File: src/rtl/core/compacting_list_with_search_defines.svh
// Assertion macros shared by the list RTL.
// No dependencies; include after the clock aclk and reset aresetn are declared.
`ifndef COMPACTING_LIST_WITH_SEARCH_DEFINES_SVH
`define COMPACTING_LIST_WITH_SEARCH_DEFINES_SVH

// Antecedent implies consequent in the same cycle.
`define CLS_ASSERT_IMPLY(label, ante, cons, msg) \
    label: assert property (@(posedge aclk) disable iff (!aresetn) (ante) |-> (cons)) \
        else $error(msg);

// Antecedent implies consequent in the next cycle.
`define CLS_ASSERT_NEXT(label, ante, cons, msg) \
    label: assert property (@(posedge aclk) disable iff (!aresetn) (ante) |=> (cons)) \
        else $error(msg);

`endif

File: src/rtl/core/cls_pkg.sv
// Package for the compacting list: field widths, codes, sequencer states, byte mask.
// No dependencies.
`default_nettype none

package cls_pkg;

    localparam int DEPTH_DEF = 64;
    localparam int ACTION_W  = 2;
    localparam int INDEX_W   = 6;
    localparam int VALUE_W   = 64;
    localparam int STATUS_W  = 2;
    localparam int POS_W     = 6;
    localparam int FILL_W    = 7;
    localparam int CFG_W     = 4;
    localparam int S_DATA_W  = 72;
    localparam int M_DATA_W  = 80;

    localparam logic [CFG_W-1:0] ELEM_BYTES_RST = 4'd4;

    typedef enum logic [ACTION_W-1:0] {
        ACT_APPEND = 2'd0,
        ACT_GET    = 2'd1,
        ACT_REMOVE = 2'd2,
        ACT_FIND   = 2'd3
    } action_t;

    typedef enum logic [STATUS_W-1:0] {
        ST_OK       = 2'd0,
        ST_FULL     = 2'd1,
        ST_RANGE    = 2'd2,
        ST_NOTFOUND = 2'd3
    } status_t;

    typedef enum logic [2:0] {
        S_IDLE,
        S_GET,
        S_SHIFT,
        S_SCAN,
        S_RESP
    } state_t;

    // Byte-enable mask for the element size; zero acts as one, above eight as eight.
    function automatic logic [VALUE_W-1:0] elem_mask(input logic [CFG_W-1:0] nbytes);
        logic [CFG_W-1:0]   n;
        logic [VALUE_W-1:0] m;
        n = nbytes;
        m = '0;
        if (n == 4'd0) begin
            n = 4'd1;
        end
        for (int b = 0; b < 8; b++) begin
            if (4'(b) < n) begin
                m[b*8 +: 8] = 8'hFF;
            end
        end
        return m;
    endfunction

endpackage

`default_nettype wire

File: src/rtl/core/cls_ram.sv
// Entry store for the compacting list: one write port, one registered read port.
// Depends on cls_pkg for the entry width.
`default_nettype none

module cls_ram
    import cls_pkg::*;
#(
    parameter int DEPTH = DEPTH_DEF,
    parameter int AW    = $clog2(DEPTH)
) (
    input  wire logic               aclk,
    input  wire logic               wr_en,
    input  wire logic [AW-1:0]      wr_addr,
    input  wire logic [VALUE_W-1:0] wr_data,
    input  wire logic               rd_en,
    input  wire logic [AW-1:0]      rd_addr,
    output logic      [VALUE_W-1:0] rd_data
);

    logic [VALUE_W-1:0] mem_reg [DEPTH];
    logic [VALUE_W-1:0] rd_data_reg;

    always_ff @(posedge aclk) begin
        if (wr_en) begin
            mem_reg[wr_addr] <= wr_data;
        end
    end

    always_ff @(posedge aclk) begin
        if (rd_en) begin
            rd_data_reg <= mem_reg[rd_addr];
        end
    end

    assign rd_data = rd_data_reg;

endmodule

`default_nettype wire

File: config.mk
export PLATFORM = sky130hd
export DESIGN_NAME = cls_ram
export DESIGN_NICKNAME = d
export VERILOG_FILES = /design/src/rtl/core/compacting_list_with_search_defines.svh /design/src/rtl/core/cls_pkg.sv /design/src/rtl/core/cls_ram.sv
export SDC_FILE = /design/constraint.sdc
export NUM_CORES = 2
export LEC_CHECK = 0
export BUFFER_PORTS_ARGS = -buffer_cell sky130_fd_sc_hd__clkbuf_2
export CORE_MARGIN = 2
export CORE_UTILIZATION = 44
export DETAILED_ROUTE_END_ITERATION = 16
export PLACE_DENSITY = 0.63
export SLEW_MARGIN = 20
export SYNTH_ARGS = -nofsm -noshare
export SYNTH_HDL_FRONTEND = slang
export SYNTH_SLANG_ARGS = --single-unit
File: constraint.sdc
create_clock -name aclk -period 8.2 [get_ports aclk]
set_input_delay 0.82 -clock aclk [delete_from_list [all_inputs] [get_ports aclk]]
set_output_delay 0.82 -clock aclk [all_outputs]
set_load 0.1 [all_outputs]
==> flow_summary.ini <==
[layout]
regArea_um2 = 125000
fill_cells = 27700
fin_nets = 7059
postLayoutCellArea_um2 = 177000
largest_reg_flops = 4096
multi_input_area_um2 = 30800
area_growth_pct = 13.0
layout-drive-gt1-share = 0.277
final_core_util = 0.499

[outcome]
outcome = complete, no violations

[global_route]
grt_max_degree = 129
antenna_found_initial = 31
grt-ovfl-total = 0
grt_use_total = 0.239
grtUsageMet3 = 0.0423
first_global_vias = 75900
met2_usage = 0.392
use_met1 = 0.329
top_usage_layer = met2
grt_pass1_wl_um = 606000

[power]
p_leak_nw = 54.8
p_int_w = 0.0347
swShare = 0.215
power_frac_comb = 0.050
switching_power_w = 0.00953
p_clk_frac = 0.415
ir_drop_uv = 216
power_frac_seq = 0.536
power.density_nw_per_um2 = 249

[placed_design]
placed_cell_area_um2 = 164000
dp_hpwl_um = 228000
portBuffers = 142
gp_congestion = 0.778

[floorplanning]
rows = 219
fp.dieW_um = 601
start_util = 0.442
core_um2 = 355000
dieHeight_um = 601
io_pins = 143
dieArea_um2 = 362000

[critical_path]
critPathSlowestCell = nor2_4
crit_top_cell = buf_4
path_max_fanout = 28
crit_buf_inv = 3
crit_family = buffers and inverters
crit_path_start_kind = input pin
path_cells = clkbuf_2 > nor2b_1 > nand3_1 > nor2_4 > buf_4 > buf_4
crit_required_ns = 8.78
worst_setup_path_end_kind = flop
slowest_delay_ns = 0.67
crit_arrival_ns = 4.05
path_class = in2reg

[routing]
drt-initial-drc-count = 10800
wire_per_inst_um = 36.1
vias_per_cell = 6.28
firstDrtPassIters = 5
drc = 0
ant_nets = 0
wl_um = 436000
vias = 75800

[sta]
hold_viol = 0
fmax_mhz = 289
rsz0062_at_grt = false
period_needed_ns = 3.46
tightest_slew_ns = 1.18
slew_headroom = 0.211
finalCritPeriodShare = 0.423
drv_slew = 0
skew_ns = 0.0474
setup_tns_ns = 0
finalSetupViolCount = 0

[clocking]
cts_max_path_buffers = 4
clk_pin_slew_ns = 0.06
cts_resized = 0
post_cts_buffers = 0
cts_max_level = 5
cts_buffers = 410
cts.sinks = 4160
clk_latency_ns = 0.99
cts_tree = built
cts_hold_buf = 0
ctsRootBufferMaster = clkbuf_16

[worst_hold_path]
hp-class = in2reg

[synthesis]
avgSynthCellArea_um2 = 23.8
ys_seq_area_frac = 0.796
synth_nets = 6677
syn-cell-area_um2 = 157000
ys.warnings.count = 0
yosysUniqueCellTypes = 32
ys_seq_elements = 4160
syn_inst = 6598

[job]
cap_violations = 0
[final timing paths]
kind / end / depth (start not counted) / slack (ns) / start
worst max-delay path: mem_reg[35][55] / 6 / 4.74 / wr_addr[1]
worst min-delay path: mem_reg[54][2] / 1 / 0.27 / wr_data[2]
worst max register to register: rd_data[46] / 4 / 5.85 / mem_reg[59][46]
worst min register to register: rd_data[44] / 4 / 0.92 / mem_reg[44][44]
[per-stage QoR]
step	worst slack (ns)	hold slack [ns]	total power, W	std cells
detailed placement	3.83	0.908	0.0264	11300
finish	4.74	0.269	0.0442	12100
floorplan	1.94	0.865	0.0254	6598
global route	4.71	0.261	0.0454	12100
global placement	3.77	0.897	0.0263	11300
CTS	4.85	0.312	0.0445	12100
[cell usage after synthesis, drive strengths merged]
cell,count,area (um2)
edfxtp,4160,125000
mux4,1024,23100
buf,230,1250
a22oi,168,1260
clkbuf,140,526
mux2i,135,1350
nor2,112,420
a22o,88,771
o22ai,83,519
and3,64,400
a211oi,63,473
nand2,58,218
nand3,45,225
o221ai,38,333
or3,29,181
nor2b,28,175
or2,28,175
a41oi,26,228
a2bb2oi,19,166
inv,19,71.3
a31oi,18,113
nand2b,11,68.8
and2,3,18.8
nand3b,2,15.0
nand4,2,12.5
nor3,2,10.0
a31o,1,8.76
nand4b,1,8.76
or3b,1,8.76
[cells by family after synthesis]
logic type | share of synthesized area
DFF | 0.796
muxes | 0.156
AOI/OAI and AO/OA | 0.0247
buffers and inverters | 0.0118
and+or+nand+nor | 0.0123
[routing by layer]
| metal | wire length (um) | part of all wire |
|---|---|---|
| met1 | 167000 | 0.38 |
| met2 | 215000 | 0.49 |
| met3 | 40800 | 0.094 |
| met4 | 13200 | 0.030 |
| met5 | 84 | 0.00019 |
[power groups by stage]
stage,clock network (W),registers [W],logic (W)
global placement,0,0.0241,0.00218
CTS,0.0185,0.0237,0.00221
finish,0.0183,0.0237,0.00220
detailed placement,0,0.0242,0.00221
global route,0.0194,0.0237,0.00232
floorplan,0,0.0243,0.00110
[cells in the final DEF (no fill, tap or decap), drive strengths merged]
cell type,count
nand4b,1
bufinv,34
clkbuf,600
a31oi,18
o22ai,83
and3,64
buf,250
mux4,1024
edfxtp,4160
mux2i,135
a211oi,63
clkinv,174
nand4,2
or3b,1
or2,28
inv,33
nand2b,11
and2,3
nor2b,28
nand3b,2
a41oi,26
nor2,112
nor3,2
a2bb2oi,19
a22oi,168
or3,29
a22o,88
a31o,1
nand3,45
clkinvlp,12
nand2,58
diode,11
o221ai,38
[final cells by class]
| type | count | share of cell area |
|---|---|---|
| antenna | 11 | 0.000155 |
| clock buffer | 510 | 0.0608 |
| clock inverter | 234 | 0.0120 |
| inverter | 19 | 0.000402 |
| multi-input combinational | 2049 | 0.173 |
| sequential | 4160 | 0.704 |
| tap | 4751 | 0.0335 |
| timing repair buffer | 340 | 0.0157 |
Note: power is estimated with default switching activity, not from simulation.
