File: config.mk
export PLATFORM = sky130hd
export DESIGN_NAME = cls_match
export DESIGN_NICKNAME = d
export VERILOG_FILES = /design/src/rtl/core/compacting_list_with_search_defines.svh /design/src/rtl/core/cls_pkg.sv /design/src/rtl/core/cls_match.sv
export SDC_FILE = /design/constraint.sdc
export NUM_CORES = 1
export LEC_CHECK = 0
export BUFFER_PORTS_ARGS = -buffer_cell sky130_fd_sc_hd__buf_2
export CORE_AREA = 2 2 77 79
export DETAILED_ROUTE_END_ITERATION = 8
export DIE_AREA = 0 0 79 81
export PLACE_DENSITY = 0.65
export SYNTH_ARGS = -nofsm -noshare
export SYNTH_HDL_FRONTEND = slang
export SYNTH_SLANG_ARGS = --single-unit
File: constraint.sdc
create_clock -name vclk -period 1.3
set_input_delay 0.26 -clock vclk [all_inputs]
set_output_delay 0.26 -clock vclk [all_outputs]
set_load 0.1 [all_outputs]
File: src/rtl/core/compacting_list_with_search_defines.svh
// Assertion macros shared by the list RTL.
// No dependencies; include after the clock aclk and reset aresetn are declared.
`ifndef COMPACTING_LIST_WITH_SEARCH_DEFINES_SVH
`define COMPACTING_LIST_WITH_SEARCH_DEFINES_SVH

// Antecedent implies consequent in the same cycle.
`define CLS_ASSERT_IMPLY(label, ante, cons, msg) \
    label: assert property (@(posedge aclk) disable iff (!aresetn) (ante) |-> (cons)) \
        else $error(msg);

// Antecedent implies consequent in the next cycle.
`define CLS_ASSERT_NEXT(label, ante, cons, msg) \
    label: assert property (@(posedge aclk) disable iff (!aresetn) (ante) |=> (cons)) \
        else $error(msg);

`endif

File: src/rtl/core/cls_pkg.sv
// Package for the compacting list: field widths, codes, sequencer states, byte mask.
// No dependencies.
`default_nettype none

package cls_pkg;

    localparam int DEPTH_DEF = 64;
    localparam int ACTION_W  = 2;
    localparam int INDEX_W   = 6;
    localparam int VALUE_W   = 64;
    localparam int STATUS_W  = 2;
    localparam int POS_W     = 6;
    localparam int FILL_W    = 7;
    localparam int CFG_W     = 4;
    localparam int S_DATA_W  = 72;
    localparam int M_DATA_W  = 80;

    localparam logic [CFG_W-1:0] ELEM_BYTES_RST = 4'd4;

    typedef enum logic [ACTION_W-1:0] {
        ACT_APPEND = 2'd0,
        ACT_GET    = 2'd1,
        ACT_REMOVE = 2'd2,
        ACT_FIND   = 2'd3
    } action_t;

    typedef enum logic [STATUS_W-1:0] {
        ST_OK       = 2'd0,
        ST_FULL     = 2'd1,
        ST_RANGE    = 2'd2,
        ST_NOTFOUND = 2'd3
    } status_t;

    typedef enum logic [2:0] {
        S_IDLE,
        S_GET,
        S_SHIFT,
        S_SCAN,
        S_RESP
    } state_t;

    // Byte-enable mask for the element size; zero acts as one, above eight as eight.
    function automatic logic [VALUE_W-1:0] elem_mask(input logic [CFG_W-1:0] nbytes);
        logic [CFG_W-1:0]   n;
        logic [VALUE_W-1:0] m;
        n = nbytes;
        m = '0;
        if (n == 4'd0) begin
            n = 4'd1;
        end
        for (int b = 0; b < 8; b++) begin
            if (4'(b) < n) begin
                m[b*8 +: 8] = 8'hFF;
            end
        end
        return m;
    endfunction

endpackage

`default_nettype wire

File: src/rtl/core/cls_match.sv
// Shared compare unit: builds the element byte mask and tests masked equality.
// Depends on cls_pkg for widths and the mask function.
`default_nettype none

module cls_match
    import cls_pkg::*;
(
    input  wire logic [CFG_W-1:0]   elem_bytes,
    input  wire logic [VALUE_W-1:0] lhs,
    input  wire logic [VALUE_W-1:0] rhs,
    output logic      [VALUE_W-1:0] mask,
    output logic                    hit
);

    assign mask = elem_mask(elem_bytes);
    assign hit  = (((lhs ^ rhs) & mask) == '0);

endmodule

`default_nettype wire

==> reports/qor.csv, run 1 <==
stage;metric;value;unit
cells_and_area;area delta synth->final;175;%
floorplanning;die height;81;microns
floorplanning;row count;28;
worst_setup_path;CP max FO;1;
synth;Mean Syn Cell Area;7.56;sq um
placed_design;I/O Buffers;189;
detailed_routing;WL/cell;12.5;microns
sta;endpoints failing hold;0;
job;maxcap violations;0;
floorplanning;Top Ports;197;
cells_and_area;commonest non-fill, non-tap cell in the layout;buf_2;
power_and_ir_drop;VDD IR max;337;uV
placed_design;Post-DP HPWL;4.10;mm
cells_and_area;Layout clock buffers;0;
worst_setup_path;Top delay family on crit path;simple AND/OR/NAND/NOR gates;
detailed_routing;initial DRC count;23;
sta;Final Setup Violations;17;
cells_and_area;seq_cells;0;
worst_setup_path;Crit path arrival time;1480;ps
worst_setup_path;worst stage delay on the critical path;350;ps
synth;synthesized area;1200;sq um
power_and_ir_drop;Comb power frac;1.000;
sta;Peak Freq;576;MHz
cells_and_area;Final nets;450;
global_routing;first-pass GRT wire length;6.91;mm
sta;Final Cycle Share;1.34;
cells_and_area;register area;0;sq um
synth;sequential fraction of the synthesis area;0;
worst_setup_path;CP required;1040;ps
cells_and_area;area of the multi-input gates;1020;sq um
cells_and_area;fin util;0.583;
global_routing;GRT Util Overall;0.133;
worst_setup_path;kind of critical path;in2out;
status;violated checks;negative setup slack;
placed_design;Placed Cells;383;
clocking;cts hold-fix bufs;0;
status;outcome;finished, violations left;
cells_and_area;Fillers;459;
sta;setup TNS;-2810;ps
power_and_ir_drop;P_leak;0.00159;uW
synth;Yosys cell types;18;
detailed_routing;via count;1586;
floorplanning;Die ar.;6400;sq um
floorplanning;Initial Utilization;0.212;
placed_design;GP Congestion;0.738;
detailed_routing;vias per cell;4.06;
power_and_ir_drop;pwr/cell area;597;nW/um^2
power_and_ir_drop;Net Sw Frac;0.594;
detailed_routing;Post-Route WL;4.90;mm
power_and_ir_drop;Internal;802;uW
synth;YS warnings;0;
placed_design;Placement Setup Slack;-503;ps
cells_and_area;most frequent cells in the layout;108 x buf_2, 61 x buf_12, 40 x xnor2_1;
global_routing;initial antenna violation count;0;
floorplanning;core area;5680;sq um
detailed_routing;Post-route DRC;0;
worst_setup_path;CP max-delay cell;nor4_1;
detailed_routing;DRT Pass-1 Iters;4;
global_routing;vias in the first global route;1463;
power_and_ir_drop;switching power;1170;uW
worst_setup_path;critical-path cell list;buf_2, xor2_1, nor4_1, nand3_2, nor3_4, buf_12;
power_and_ir_drop;Sequential Power Share;0;
sta;final worst setup slack;-436;ps
global_routing;largest net degree at the start of global routing;9;
sta;unrepaired setup endpoints after global routing;yes;
sta;Pins Over Slew Limit;0;
worst_hold_path;worst min-delay path category;in2out;
synth;Post-Syn Instances;159;
sta;final worst path period need;1740;ps
global_routing;grt ovf;0;
floorplanning;die width;79;microns
cells_and_area;Antenna diodes;0;
worst_setup_path;crit path buf inv count;2;
cells_and_area;Finished Layout Cells;391;
sta;final hold slack;994;ps
detailed_routing;final antenna-violating net count;0;
worst_setup_path;Setup crit start kind;input pin;
cells_and_area;layout cell share with drive strength beyond 1;0.753;
worst_setup_path;Worst setup EP type;output pin;
power_and_ir_drop;Clk pwr share;0;
[metal layers]
metal	routed length (microns)	GRT usage	part of all wire	vias to the layer above
met5	0	0	0	-
met4	0	0.00172	0	0
met3	464	0.0278	0.095	0
met2	2880	0.282	0.59	99
met1	1560	0.140	0.32	710
li1	-	-	-	777
[area by class of cell]
class / instances / share of cell area
multi-input cells: 107 / 0.309
inverters: 1 / 0.00227
well taps: 75 / 0.0284
repair buffers: 208 / 0.661
[repair_timing]
action                                  4_1_cts  5_1_grt
resized for setup                            77       26
setup buffers                                 7        2
pin swaps                                    21       14
endpoints found under the setup margin       54       34
[logic make-up (layout without fill, tap and decap cells)]
family	Yosys count	in the layout	synth area share
AO/OA/AOI/OAI	10	10	0.0468
other	1	8	0.00312
buffers and inverters	59	209	0.362
XOR/XNOR	64	64	0.466
AND/OR/NAND/NOR	25	25	0.122
[cell usage after synthesis]
cell / number / area, sq um
buf_4: 57 / 428
xnor2_1: 56 / 490
nand4_1: 15 / 93.8
xor2_1: 8 / 70.1
o21ai_0: 7 / 35.0
nor4_1: 3 / 18.8
nand2_1: 2 / 7.51
a21o_1: 1 / 7.51
a21oi_1: 1 / 5.00
a31o_2: 1 / 8.76
clkbuf_1: 1 / 3.75
conb_1: 1 / 3.75
inv_1: 1 / 3.75
nand2b_1: 1 / 6.26
nand3_1: 1 / 5.00
nor2_1: 1 / 3.75
nor3_1: 1 / 5.00
or3_1: 1 / 6.26
[worst paths after layout]
kind	from	end	slack [ps]	cells after the start
hold / removal	elem_bytes[3]	mask[60]	990	4
setup / recovery	rhs[6]	hit	-440	6
[per-stage QoR]
stage               cell area, sq um  total power [uW]
CTS                             3160              1920
global route                    3310              2050
floorplan                       1430              1240
global placement                2750              1770
finish                          3310              1980
detailed placement              2750              1790
[power groups by stage]
stage | logic, uW | registers (uW) | clock network [uW]
final | 1980 | 0 | 0
after global placement | 1770 | 0 | 0
after CTS | 1920 | 0 | 0
after global routing | 2050 | 0 | 0
after detailed placement | 1790 | 0 | 0
after floorplan | 1240 | 0 | 0
Power figures use the tool's default switching activity.
==> run 2, diff against run 1 <==
--- a/config.mk
+++ b/config.mk
@@ -9,7 +9,7 @@
 export CORE_AREA = 2 2 77 79
 export DETAILED_ROUTE_END_ITERATION = 8
 export DIE_AREA = 0 0 79 81
-export PLACE_DENSITY = 0.65
+export PLACE_DENSITY = 0.61
 export SYNTH_ARGS = -nofsm -noshare
 export SYNTH_HDL_FRONTEND = slang
 export SYNTH_SLANG_ARGS = --single-unit
==> reports/qor.csv, run 2 (synthesis gave the netlist of run 1 again) <==
stage;metric;value;unit
status;outcome;finished, violations left;
status;violated checks;negative setup slack;
power_and_ir_drop;Internal;779;uW
sta;final worst setup slack;-421;ps
cells_and_area;final instance area;3230;sq um
floorplanning;Initial Utilization;0.212;
floorplanning;row count;28;
cells_and_area;layout cell share with drive strength beyond 1;0.753;
placed_design;Placement Cell Area;2730;sq um
cells_and_area;Layout clock buffers;0;
worst_hold_path;hold wc startpoint;elem_bytes[2];
worst_setup_path;CP max FO;2;
detailed_routing;Post-Route WL;4.66;mm
global_routing;first-pass GRT wire length;6.98;mm
global_routing;largest net degree at the start of global routing;9;
sta;final hold slack;1110;ps
cells_and_area;commonest non-fill, non-tap cell in the layout;buf_2;
power_and_ir_drop;VDD IR max;355;uV
power_and_ir_drop;Sequential Power Share;0;
detailed_routing;Post-route DRC;0;
sta;Peak Freq;581;MHz
placed_design;GP Congestion;0.720;
floorplanning;core area;5680;sq um
worst_hold_path;worst min-delay path category;in2out;
floorplanning;Top Ports;197;
detailed_routing;DRT Pass-1 Iters;3;
worst_setup_path;Crit path arrival time;1460;ps
power_and_ir_drop;Clk pwr share;0;
job;maxcap violations;0;
cells_and_area;register area;0;sq um
floorplanning;Die ar.;6400;sq um
detailed_routing;final antenna-violating net count;0;
cells_and_area;seq_cells;0;
floorplanning;die height;81;microns
detailed_routing;via count;1559;
cells_and_area;Antenna diodes;0;
power_and_ir_drop;Comb power frac;1.000;
worst_setup_path;CP startpoint;lhs[11];
power_and_ir_drop;pwr/cell area;601;nW/um^2
cells_and_area;most frequent cells in the layout;110 x buf_2, 59 x buf_12, 39 x xnor2_1;
sta;Final Cycle Share;1.32;
placed_design;Post-DP HPWL;4.12;mm
global_routing;grt ovf;0;
global_routing;GRT Util Overall;0.131;
power_and_ir_drop;P_leak;0.00156;uW
worst_setup_path;Setup crit start kind;input pin;
clocking;cts hold-fix bufs;0;
sta;endpoints failing hold;0;
worst_setup_path;Worst setup EP type;output pin;
cells_and_area;area delta synth->final;168;%
sta;unrepaired setup endpoints after global routing;yes;
detailed_routing;WL/cell;12.0;microns
global_routing;initial antenna violation count;0;
global_routing;vias in the first global route;1479;
worst_setup_path;CP required;1040;ps
sta;Final Setup Violations;25;
worst_setup_path;kind of critical path;in2out;
worst_setup_path;crit path to;hit;
detailed_routing;initial DRC count;14;
placed_design;I/O Buffers;189;
sta;Pins Over Slew Limit;0;
power_and_ir_drop;Net Sw Frac;0.598;
sta;final worst path period need;1720;ps
cells_and_area;Fillers;488;
cells_and_area;Final nets;446;
power_and_ir_drop;switching power;1160;uW
floorplanning;die width;79;microns
detailed_routing;vias per cell;4.03;
==> run 2: cell count changes in the layout (fill, tap and decap cells not counted), moves of 2 or more <==
| cell | before | now |
|---|---|---|
| buf_6 | 35 | 30 |
| buf_12 | 61 | 59 |
| buf_2 | 108 | 110 |
| xnor2_2 | 15 | 17 |
==> run 2: how the worst min path moves through the flow <==
stage	end	slack, ps	cells past startpoint
2_1_floorplan	mask[16]	740	2
3_3_place_gp	hit	1110	6
3_5_place_dp	hit	1130	6
4_1_cts	mask[18]	1130	5
5_1_grt	mask[21]	1140	5
6_report	mask[18]	1110	5
==> run 2: worst max-delay path, stage by stage <==
cell and delay, ps:
buf_6 90, xnor2_1 150, nand4_1 170, nor4_2 360, a21oi_2 80, nor3_4 150, buf_12 200
==> run 2: what timing repair did <==
action | CTS | global route
endpoints found under the setup margin | 57 | 25
gates resized for setup | 72 | 26
setup buffers | 4 | 0
pin swaps | 17 | 18
==> run 2: power groups by stage <==
stage	Combinational (uW)	Clock, uW	Sequential [uW]
3_3_place_gp	1750	0	0
6_report	1940	0	0
3_5_place_dp	1760	0	0
2_1_floorplan	1240	0	0
4_1_cts	1890	0	0
5_1_grt	2010	0	0
==> run 2: layout make-up <==
type	instances	area, sq um	share of cell area
multi-input cells	107	1020	0.315
well taps	75	93.8	0.0291
repair buffers	204	2110	0.653
inverters	1	7.51	0.00233
==> run 2: stage by stage <==
stage	power [uW]	cells	setup slack [ps]	setup TNS [ps]	util
global placement	1750	383	-569	-5810	0.482
finish	1940	387	-421	-3010	0.568
floorplan	1240	166	-699	-3790	-
detailed placement	1760	383	-554	-6130	0.482
global route	2010	387	-547	-3790	0.568
CTS	1890	387	-418	-3240	0.541
==> run 2: metal layers <==
metal	share of wire	track usage	wire length [microns]	vias up
met5	0	0	0	-
met4	0.0099	0.0121	46	0
met3	0.091	0.0233	424	4
met2	0.57	0.264	2650	101
met1	0.33	0.148	1540	687
li1	-	-	-	767
==> run 3, diff against run 2 <==
--- a/config.mk
+++ b/config.mk
@@ -5,11 +5,13 @@
 export SDC_FILE = /design/constraint.sdc
 export NUM_CORES = 1
 export LEC_CHECK = 0
+export ABC_AREA = 1
 export BUFFER_PORTS_ARGS = -buffer_cell sky130_fd_sc_hd__buf_2
-export CORE_AREA = 2 2 77 79
+export CORE_MARGIN = 2
+export CORE_UTILIZATION = 34
 export DETAILED_ROUTE_END_ITERATION = 8
-export DIE_AREA = 0 0 79 81
-export PLACE_DENSITY = 0.61
+export PLACE_DENSITY = 0.75
+export SETUP_SLACK_MARGIN = 0.05
 export SYNTH_ARGS = -nofsm -noshare
 export SYNTH_HDL_FRONTEND = slang
 export SYNTH_SLANG_ARGS = --single-unit
==> reports/qor.csv, run 3 <==
stage;metric;value;unit
status;outcome;finished, violations left;
status;violated checks;negative setup slack;
worst_setup_path;CP required;1040;ps
detailed_routing;final antenna-violating net count;0;
floorplanning;die height;77.9;microns
worst_setup_path;Crit path arrival time;1620;ps
placed_design;GP Congestion;0.823;
synth;Yosys cell types;16;
global_routing;first-pass GRT wire length;11.7;mm
synth;ranking of synthesized cells by area;nand2_1 34%, buf_4 23%, inv_1 15%, nand3_1 7.3%, nor2_1 6.5%;
worst_setup_path;kind of critical path;in2out;
detailed_routing;vias per cell;4.47;
sta;Peak Freq;531;MHz
synth;area share of the largest cell type after synthesis;0.338;
cells_and_area;commonest non-fill, non-tap cell in the layout;nand2_1;
detailed_routing;initial DRC count;80;
cells_and_area;layout cell share with drive strength beyond 1;0.460;
floorplanning;row count;26;
floorplanning;core area;5170;sq um
synth;synthesized area;1850;sq um
sta;Final Setup Violations;53;
floorplanning;Initial Utilization;0.358;
synth;YS warnings;0;
power_and_ir_drop;Net Sw Frac;0.615;
power_and_ir_drop;Internal;849;uW
sta;setup TNS;-11010;ps
power_and_ir_drop;Comb power frac;1.000;
placed_design;I/O Buffers;189;
detailed_routing;WL/cell;12.5;microns
cells_and_area;most frequent cells in the layout;159 x nand2_1, 129 x buf_2, 73 x inv_1;
synth;Mean Syn Cell Area;4.72;sq um
cells_and_area;Final nets;695;
sta;endpoints failing hold;0;
detailed_routing;via count;2823;
global_routing;vias in the first global route;2757;
synth;most common cell in the netlist;nand2_1;
floorplanning;Top Ports;197;
worst_setup_path;Setup crit start kind;input pin;
cells_and_area;Fillers;364;
cells_and_area;area of the multi-input gates;1290;sq um
global_routing;grt ovf;0;
power_and_ir_drop;Clk pwr share;0;
cells_and_area;register area;0;sq um
global_routing;GRT Util Overall;0.229;
global_routing;initial antenna violation count;1;
power_and_ir_drop;switching power;1360;uW
power_and_ir_drop;P_leak;0.00243;uW
placed_design;Post-DP HPWL;6.10;mm
power_and_ir_drop;pwr/cell area;554;nW/um^2
sta;final worst path period need;1880;ps
cells_and_area;seq_cells;0;
floorplanning;Die ar.;6060;sq um
worst_setup_path;Worst setup EP type;output pin;
detailed_routing;Post-Route WL;7.93;mm
sta;unrepaired setup endpoints after global routing;yes;
synth;leading area contributor after synthesis;nand2_1;
sta;Pins Over Slew Limit;0;
worst_setup_path;CP max FO;6;
sta;final hold slack;1110;ps
global_routing;largest net degree at the start of global routing;12;
detailed_routing;DRT Pass-1 Iters;4;
sta;Final Cycle Share;1.45;
synth;sequential fraction of the synthesis area;0;
cells_and_area;area delta synth->final;115;%
synth;list of most frequent post-synthesis cells;167 x nand2_1, 73 x inv_1, 57 x buf_4;
sta;final worst setup slack;-583;ps
worst_hold_path;worst min-delay path category;in2out;
floorplanning;die width;77.9;microns
clocking;cts hold-fix bufs;0;
cells_and_area;Layout clock buffers;0;
synth;Post-Syn Instances;393;
power_and_ir_drop;VDD IR max;346;uV
power_and_ir_drop;Sequential Power Share;0;
detailed_routing;Post-route DRC;0;
job;maxcap violations;0;
==> run 3: cell types whose count changed after synthesis, sizes merged, moves of 3 or more <==
cell	before	now
or2	0	16
xor2	8	2
nor2	1	33
nand2	2	170
xnor2	56	8
nor4	3	0
nand3	1	27
inv	1	75
nand4	15	0
o21ai	7	1
==> run 3: layout make-up <==
class / instances / area share
well taps: 70 / 0.0220
inverters: 75 / 0.0751
multi-input cells: 267 / 0.325
repair buffers: 219 / 0.578
diodes: 1 / 0.000628
==> run 3: kinds of logic (layout without fill, tap and decap cells) <==
group	count (synthesis)	in the layout	share of synthesized area
AND/OR/NAND/NOR	246	247	0.554
buffers and inverters	134	294	0.391
XOR/XNOR	10	10	0.0472
AO/OA/AOI/OAI	2	2	0.00607
other	1	9	0.00202
==> run 3: what timing repair did <==
item	in CTS	in global routing
resized for setup	28	27
gates cloned	1	1
buffers inserted	11	7
pin swaps	1	9
endpoints found under the setup margin	49	53
==> run 3: worst paths after layout <==
path          start       end  slack [ps]  depth (start not counted)
min   elem_bytes[3]  mask[57]        1110                          5
max   elem_bytes[3]       hit        -580                         11
==> run 3: critical path, stage by stage <==
cell and delay [ps]:
buf_8 110, buf_12 120, bufbuf_16 260, nand3_1 70
nand2_1 60, nor2_1 140, nand2_1 70, nor2_1 120
nand2_1 100, nor2_4 130, buf_12 180
==> run 3: routing by layer <==
metal / global-route usage / wire length, microns / up-vias
met4: 0.0625 / 316 / 0
met3: 0.0430 / 663 / 28
met2: 0.508 / 4460 / 143
met5: 0 / 0 / -
li1: - / - / 1410
met1: 0.198 / 2490 / 1242
==> run 3: metrics by stage <==
| stage | instances | setup slack (ps) | instance area [sq um] | power (uW) | util |
|---|---|---|---|---|---|
| 6_report | 632 | -583 | 3980 | 2200 | 0.770 |
| 4_1_cts | 626 | -526 | 3800 | 2110 | 0.736 |
| 3_5_place_dp | 614 | -576 | 3560 | 2010 | 0.689 |
| 2_1_floorplan | 400 | -715 | 2170 | 1440 | - |
| 3_3_place_gp | 614 | -574 | 3560 | 1970 | 0.689 |
| 5_1_grt | 632 | -696 | 3980 | 2310 | 0.770 |
==> run 3: power by group through the flow <==
stage | registers, uW | logic [uW] | clock network [uW]
after detailed placement | 0 | 2010 | 0
after global placement | 0 | 1970 | 0
final | 0 | 2200 | 0.000103
after global routing | 0 | 2310 | 0.000103
after CTS | 0 | 2110 | 0
after floorplan | 0 | 1440 | 0
